## src/design/cld_pkg.sv

```systemverilog
`timescale 1ns / 1ps
package cld_pkg;

   localparam int NUM_KW = 22;

   typedef enum logic [1:0] {
      MODE_BYTE   = 2'd0,
      MODE_IDLE   = 2'd1,
      MODE_CLIENT = 2'd2,
      MODE_NONE   = 2'd3
   } mode_type;

   localparam logic [1:0] ST_ACCEPTED  = 2'd0;
   localparam logic [1:0] ST_UNKNOWN   = 2'd1;
   localparam logic [1:0] ST_REFUSED   = 2'd2;
   localparam logic [1:0] ST_MALFORMED = 2'd3;

   localparam logic [4:0] KW_PING       = 5'd0;
   localparam logic [4:0] KW_BRIGHT     = 5'd3;
   localparam logic [4:0] KW_ROTATE     = 5'd4;
   localparam logic [4:0] KW_TRANSITION = 5'd9;
   localparam logic [4:0] KW_ALERT      = 5'd12;
   localparam logic [4:0] KW_GIFBEGIN   = 5'd13;
   localparam logic [4:0] KW_WIFI       = 5'd16;

   localparam logic [15:0] TIMEOUT_RESET = 16'd250;

   localparam logic [31:0] BRIGHT_LO     = 32'd0;
   localparam logic [31:0] BRIGHT_HI     = 32'd100;
   localparam logic [31:0] ROTATE_LO     = 32'd0;
   localparam logic [31:0] ROTATE_HI     = 32'd3600;
   localparam logic [31:0] TRANSITION_LO = 32'd0;
   localparam logic [31:0] TRANSITION_HI = 32'd2000;
   localparam logic [31:0] ALERT_LO      = 32'd200;
   localparam logic [31:0] ALERT_HI      = 32'd60000;

   localparam logic [7:0] CHAR_LF    = 8'h0A;
   localparam logic [7:0] CHAR_CR    = 8'h0D;
   localparam logic [7:0] CHAR_COLON = 8'h3A;
   localparam logic [7:0] CHAR_PLUS  = 8'h2B;
   localparam logic [7:0] CHAR_MINUS = 8'h2D;
   localparam logic [7:0] CHAR_ZERO  = 8'h30;
   localparam logic [7:0] CHAR_NINE  = 8'h39;

   // Keyword text, right-justified: the first character sits in the highest used byte.
   localparam logic [79:0] KW_STR [NUM_KW] = '{
      "PING", "STATUS", "NEXT", "BRIGHT", "ROTATE", "TIME", "LANG", "ORIENT",
      "MODE", "TRANSITION", "TONE", "CAPTION", "ALERT", "GIFBEGIN", "GIFDATA", "GIFEND",
      "WIFI", "WIFIPASS", "WIFIAPPLY", "WIFIOFF", "WIFISTAT", "TOKENGET"};

   localparam logic [3:0] KW_LEN [NUM_KW] = '{
      4'd4, 4'd6, 4'd4, 4'd6, 4'd6, 4'd4, 4'd4, 4'd6,
      4'd4, 4'd10, 4'd4, 4'd7, 4'd5, 4'd8, 4'd7, 4'd6,
      4'd4, 4'd8, 4'd9, 4'd7, 4'd8, 4'd8};

   localparam logic [1:0] PH_WS   = 2'd0;
   localparam logic [1:0] PH_DIG  = 2'd1;
   localparam logic [1:0] PH_DONE = 2'd2;

   typedef struct packed {
      logic [1:0]  phase;
      logic        neg;
      logic        ovf;
      logic [31:0] val;
   } dec_type;

   localparam dec_type DEC_INIT = '{phase: PH_WS, neg: 1'b0, ovf: 1'b0, val: 32'd0};

   typedef struct packed {
      logic       clear;
      logic       valid;
      logic [7:0] data;
      logic       channel;
   } byte_type;

   typedef struct packed {
      logic [4:0]  command;
      logic [1:0]  status;
      logic        heartbeat;
      logic [31:0] arg_first;
      logic [31:0] arg_second;
   } result_type;

   function automatic logic is_ws(input logic [7:0] c);
      return (c == 8'h20) || ((c >= 8'h09) && (c <= 8'h0D));
   endfunction

   function automatic logic [7:0] kw_char(input int k, input logic [3:0] p);
      logic [3:0] sh;
      sh = KW_LEN[k] - 4'd1 - p;
      return KW_STR[k][{sh, 3'b000} +: 8];
   endfunction

   // One character of a decimal read: white space, optional sign, digits.
   function automatic dec_type dec_step(input dec_type s, input logic [7:0] c);
      dec_type    r;
      logic       dig;
      logic [7:0] d;
      logic [35:0] prod;
      r    = s;
      dig  = (c >= CHAR_ZERO) && (c <= CHAR_NINE);
      d    = c - CHAR_ZERO;
      prod = {1'b0, s.val, 3'b000} + {3'b000, s.val, 1'b0} + {32'd0, d[3:0]};
      case (s.phase)
         PH_WS: begin
            if (is_ws(c)) begin
               r.phase = PH_WS;
            end else if (c == CHAR_PLUS || c == CHAR_MINUS) begin
               r.neg   = (c == CHAR_MINUS);
               r.phase = PH_DIG;
            end else if (!dig) begin
               r.phase = PH_DONE;
            end else begin
               r.phase = PH_DIG;
            end
         end
         PH_DIG: begin
            if (!dig) r.phase = PH_DONE;
         end
         default: r.phase = PH_DONE;
      endcase
      if (dig && s.phase != PH_DONE) begin
         if (prod[35:32] != 4'd0) begin
            r.val = 32'hFFFF_FFFF;
            r.ovf = 1'b1;
         end else if (!s.ovf) begin
            r.val = prod[31:0];
         end
      end
      return r;
   endfunction

   function automatic logic [31:0] dec_clamp(input dec_type s, input logic [31:0] lo,
                                             input logic [31:0] hi);
      if (s.neg && s.val != 32'd0) return lo;
      if (s.val < lo) return lo;
      if (s.val > hi) return hi;
      return s.val;
   endfunction

   function automatic logic [31:0] dec_unsigned(input dec_type s);
      if (s.ovf) return 32'hFFFF_FFFF;
      return s.neg ? (32'd0 - s.val) : s.val;
   endfunction

endpackage

```

## src/design/cld_parser.sv

```systemverilog
`timescale 1ns / 1ps
module cld_parser (
   input  logic                clock,
   input  logic                reset,
   input  cld_pkg::byte_type   byte_in,
   output cld_pkg::result_type result
);
   import cld_pkg::*;

   logic [3:0]        kpos_ff, kpos_in;
   logic [NUM_KW-1:0] match_ff, match_in;
   logic [1:0]        colons_ff, colons_in;
   dec_type           dec_a_ff, dec_a_in;
   dec_type           dec_b_ff, dec_b_in;

   always_ff @(posedge clock) begin
      if (reset) begin
         kpos_ff   <= 4'd0;
         match_ff  <= '1;
         colons_ff <= 2'd0;
         dec_a_ff  <= DEC_INIT;
         dec_b_ff  <= DEC_INIT;
      end else begin
         kpos_ff   <= kpos_in;
         match_ff  <= match_in;
         colons_ff <= colons_in;
         dec_a_ff  <= dec_a_in;
         dec_b_ff  <= dec_b_in;
      end
   end

   always_comb begin
      kpos_in   = kpos_ff;
      match_in  = match_ff;
      colons_in = colons_ff;
      dec_a_in  = dec_a_ff;
      dec_b_in  = dec_b_ff;
      if (byte_in.clear) begin
         kpos_in   = 4'd0;
         match_in  = '1;
         colons_in = 2'd0;
         dec_a_in  = DEC_INIT;
         dec_b_in  = DEC_INIT;
      end else if (byte_in.valid) begin
         if (colons_ff == 2'd0) begin
            if (byte_in.data == CHAR_COLON) begin
               colons_in = 2'd1;
            end else begin
               for (int k = 0; k < NUM_KW; k++) begin
                  match_in[k] = match_ff[k] && (kpos_ff < KW_LEN[k]) &&
                                (kw_char(k, kpos_ff) == byte_in.data);
               end
               if (kpos_ff != 4'hF) kpos_in = kpos_ff + 4'd1;
            end
         end else begin
            // Every byte after the first colon feeds the first number; the read stops
            // by itself at the second colon.
            dec_a_in = dec_step(dec_a_ff, byte_in.data);
            if (colons_ff == 2'd2) dec_b_in = dec_step(dec_b_ff, byte_in.data);
            if (colons_ff == 2'd1 && byte_in.data == CHAR_COLON) colons_in = 2'd2;
         end
      end
   end

   logic       found;
   logic [4:0] fcode;

   always_comb begin
      found = 1'b0;
      fcode = KW_PING;
      for (int k = NUM_KW - 1; k >= 1; k--) begin
         if (match_ff[k] && kpos_ff == KW_LEN[k]) begin
            found = 1'b1;
            fcode = 5'(k);
         end
      end

      result = '0;
      if (colons_ff == 2'd0 && match_ff[0] && kpos_ff == KW_LEN[0]) begin
         result.command   = KW_PING;
         result.heartbeat = 1'b1;
      end else if (!found) begin
         result.status = ST_UNKNOWN;
      end else begin
         result.command = fcode;
         if (byte_in.channel && fcode >= KW_WIFI) begin
            result.status = ST_REFUSED;
         end else begin
            result.heartbeat = 1'b1;
            case (fcode)
               KW_BRIGHT:     result.arg_first = dec_clamp(dec_a_ff, BRIGHT_LO, BRIGHT_HI);
               KW_ROTATE:     result.arg_first = dec_clamp(dec_a_ff, ROTATE_LO, ROTATE_HI);
               KW_TRANSITION: result.arg_first = dec_clamp(dec_a_ff, TRANSITION_LO,
                                                           TRANSITION_HI);
               KW_ALERT:      result.arg_first = dec_clamp(dec_a_ff, ALERT_LO, ALERT_HI);
               KW_GIFBEGIN: begin
                  if (colons_ff != 2'd2) begin
                     result.status = ST_MALFORMED;
                  end else begin
                     result.arg_first  = dec_unsigned(dec_a_ff);
                     result.arg_second = dec_unsigned(dec_b_ff);
                  end
               end
               default: ;
            endcase
         end
      end
   end

endmodule

```

## config.mk

```make
export PLATFORM = sky130hd
export DESIGN_NAME = cld_parser
export DESIGN_NICKNAME = d
export VERILOG_FILES = /design/src/design/cld_pkg.sv /design/src/design/cld_parser.sv
export SDC_FILE = /design/constraint.sdc
export NUM_CORES = 1
export LEC_CHECK = 0
export ABC_AREA = 1
export BUFFER_PORTS_ARGS = -buffer_cell sky130_fd_sc_hd__buf_2
export CAP_MARGIN = 20
export CORE_ASPECT_RATIO = 0.7
export CORE_UTILIZATION = 58
export CTS_CLUSTER_DIAMETER = 200
export DETAILED_ROUTE_END_ITERATION = 10
export PLACE_DENSITY = 0.83
export SLEW_MARGIN = 20
export SYNTH_ARGS = -nofsm -noshare
export SYNTH_HDL_FRONTEND = slang
export SYNTH_SLANG_ARGS = --single-unit
```

## constraint.sdc

```tcl
create_clock -name clock -period 4.1 [get_ports clock]
set_clock_uncertainty 0.1 [all_clocks]
set_input_delay 0.82 -clock clock [delete_from_list [all_inputs] [get_ports clock]]
set_output_delay 0.82 -clock clock [all_outputs]
set_load 0.02 [all_outputs]
```

==> run_results.csv <==
group,metric,value,unit
outcome,status,"complete, but fails checks",
outcome,violations,"setup timing",
finish,drive_gt1_share,17.16,%
yosys,synthXorXnorAreaFrac,6.464,%
yosys,ys_types,62,
route,drt_pass1_iterations,5,
clock_network,clk_latency,0.38,ns
clock_network,cts_made_buffers,9,
yosys,muxShareOfSynthArea,0.07242,%
finish,seq_area,2024,um2
sta,setup_viol,55,
setup_path,arrival,3.33,ns
route,wl_per_cell,18.43,um
flow_run,cap_violations,0,
yosys,synth_top_family_by_area,"simple AND/OR/NAND/NOR gates",
setup_path,path_buf_inv,13,
setup_path,worstPathCellList,"buf_12 -> ha_4 -> nand4_1 -> buf_4 -> buf_4 -> buf_4 -> buf_4 -> buf_4 -> buf_4 -> buf_4 -> buf_4 -> nand4_1 -> inv_2 -> nor2_2 -> inv_2 -> nand2_4 -> nor2_4 -> nand4_4 -> nor2_1 -> nor2_1 -> nand3_1 -> nand2_1 -> inv_1 -> buf_4",
floorplan,die-area,24460,um2
route,wl_met1,21.91,mm
finish,fin_cells,2736,
sta,hold_viol_final,0,
setup_path,cp_slowest_cell,"dfxtp_4",
sta,rsz0062_at_grt,"yes",
placed_design,dp.final_hpwl,36.20,mm
yosys,ys_seq_area_share,14.48,%
yosys,yosys.area_share.adder,14.43,%
hold_path,hp-class,"register to register",
finish,areaGrowthSynthToFinish,20.40,%
power,p_leak,0.008253,uW
clock_network,h-tree-depth,3,
setup_path,critical_path.top_delay_family,"buffers and inverters",
placed_design,port_buffers,84,
route,num_vias,16900,
placed_design,gp_congestion,0.9946,
setup_path,crit_path_frequent_cell,"buf_4",
sta,finalMaxSlewViolations,0,
power,p_per_area,146.1,nW/um2
global_routing,grt_max_degree,49,
floorplan,chipHeight,131.2,um
yosys,ys_async_sr_fraction,0,%
global_routing,antenna_found_initial,0,
clock_network,cts.clk_slew.worst_paths,0.09,ns
placed_design,placed_cells,2661,
sta,setup_tns,-3.349,ns
sta,fin_crit_sh,103.8,%
yosys,synthFlopType,"dfxtp_1",
sta,worstMarginPinSlew,0.9424,ns
route,antenna_left,0,
finish,multi_input_area,11010,um2
global_routing,grt_use_total,38.96,%
finish,postLayoutCoreUtil,72.28,%
sta,fin_crit,4.255,ns
route,routed.top_layer,"met4",
sta,max_slew_margin,37.08,%
yosys,synth_nets,2428,
floorplan,num_rows,46,
yosys,synthCells,2258,
global_routing,grt_pass1_vias,15220,
global_routing,overflow,0,
yosys,synth_compound_area_share,24.46,%
setup_path,cp_max_fo,5,
sta,final.setup.worst_slack,-0.1547,ns
setup_path,critPathCaptureType,"output port",
clock_network,cts_tree,"built",
yosys,yosysWarningCount,0,
sta,fmax,235.0,MHz
route,drc,0,
yosys,synth_area,13820,um2
route,drt-initial-drc-count,1853,
yosys,synth_edf_count,0,
route,drt_wl_total,50.41,mm
clock_network,cts_buffer_depth,2,
floorplan,start_util,60.03,%
clock_network,cts-root-buf,"clkbuf_16",
clock_network,clkSinkCount,100,
global_routing,grt_pass1_wl,78.18,mm
floorplan,die_w,186.5,um
yosys,synthSimpleGateAreaFrac,30.33,%
finish,fillers,1909,
floorplan,io_pins,85,
finish,num_antenna_cells,0,
route,wl_met3,5.971,mm
route,vias_per_cell,6.178,
setup_path,path_class,"register to output port",
route,wl_met2,21.13,mm
yosys,avgSynthCellArea,6.121,um2
setup_path,start_kind,"register",
floorplan,core,23020,um2
yosys,synth_seq_cells,100,
power,peakVddDrop,0.2052,mV
setup_path,cpPeakStageDelay,0.40,ns
finish,layout.nets,2589,
setup_path,worstPathRequired,3.18,ns
placed_design,preCtsSetupSlack,-0.07113,ns
==> stage by stage <==
stage	total power, uW	cell area [um2]	hold slack [ns]
finish	2431	16640	0.3572
global route	2497	16640	0.3834
CTS	2394	15940	0.3591
detailed placement	1419	14990	0.3494
global placement	1418	14990	0.3401
floorplan	1301	13820	0.3187
==> synthesized netlist by cell type, drive strengths merged (10+ instances only) <==
master / n / share of area (%)
nand2: 440 / 12
inv: 259 / 7.1
nor2: 256 / 7.1
a21oi: 255 / 9.6
o21ai: 222 / 8.1
ha: 153 / 14
nand3: 118 / 4.4
dfxtp: 100 / 14
xor2: 86 / 5.4
nor3: 61 / 2.5
clkbuf: 53 / 1.4
nand4: 30 / 1.6
buf: 27 / 1.1
nor4: 26 / 1.4
a31oi: 19 / 0.86
xnor2: 16 / 1.0
or2: 13 / 0.59
o21a: 12 / 0.65
o22ai: 12 / 0.54
a211oi: 10 / 0.54
a311oi: 10 / 0.63
==> cell usage in the layout, fill, tap and decap left out, types with 17 or more instances in the layout <==
cell type,count
a21oi_1,230
a21oi_2,19
buf_2,27
buf_4,165
buf_6,27
dfxtp_1,92
ha_1,148
inv_1,233
inv_2,17
nand2_1,413
nand2_2,24
nand3_1,115
nand4_1,27
nor2_1,228
nor2_2,19
nor3_1,52
nor4_1,23
o21ai_0,191
o21ai_1,20
xor2_1,86
==> repair_timing <==
action                     4_1_cts  5_1_grt
pin swaps                       26       35
gates resized for setup         91      162
hold buffers                     0        0
setup endpoints to repair       66       67
setup buffers                   35       20
gates cloned                     3        1
==> per-layer routing <==
layer,up-vias,global-route usage (%)
li1,8019,-
met1,7729,54.21
met2,1029,58.06
met3,125,9.562
met4,0,13.48
met5,-,0
==> cell families after synthesis <==
family | count (synthesis)
AND/OR/NAND/NOR | 953
AO/OA/AOI/OAI | 601
XOR/XNOR | 102
multiplexers | 1
flip-flops | 100
adder cells (fa/ha/maj) | 157
buffers and inverters | 344
==> worst reg2reg max path, stage by stage, from the launching register on <==
cell and delay [ns]:
dfxtp_1 0.55, ha_1 0.30, ha_1 0.38, a21oi_1 0.16, inv_1 0.08, a31oi_1 0.19
o21ai_0 0.16, a221oi_1 0.51, nand2_1 0.18, a21oi_1 0.19, xnor2_1 0.08, nor2_1 0.11
nand3b_1 0.12, nand2_2 0.14, buf_12 0.18, a21oi_1 0.09
==> sequential cells by signal (all words and copies together) (netlist names) <==
name       cells
dec_a_ff      36
dec_b_ff      36
match_ff      22
kpos_ff        4
colons_ff      2
==> final cells by class <==
cell class	count	area share, %
inverters	264	6.166
clock inverters	5	0.4060
well taps	312	2.346
flip-flops and latches	100	12.17
multi-input cells	1816	66.17
clock buffers	11	1.519
repair buffers	228	11.23
==> power by group <==
group          internal, uW  switching, uW  leakage, uW
sequential              980           9.28     0.000815
clock                   517            460     0.000158
combinational           154            310      0.00728
==> final timing paths <==
| check | startpoint | to | slack [ns] | depth (start not counted) |
|---|---|---|---|---|
| max | kpos_ff[1]$_SDFFE_PP0P_ | result[34] | -0.15 | 24 |
| min | match_ff[18]$_SDFFE_PP1P_ | match_ff[18]$_SDFFE_PP1P_ | 0.36 | 2 |
| max reg2reg | dec_a_ff[14]$_SDFFE_PP0P_ | dec_a_ff[28]$_SDFFE_PP0P_ | 0.41 | 15 |
| min reg2reg | match_ff[18]$_SDFFE_PP1P_ | match_ff[18]$_SDFFE_PP1P_ | 0.36 | 2 |
Note: power is estimated with default switching activity, not from simulation.
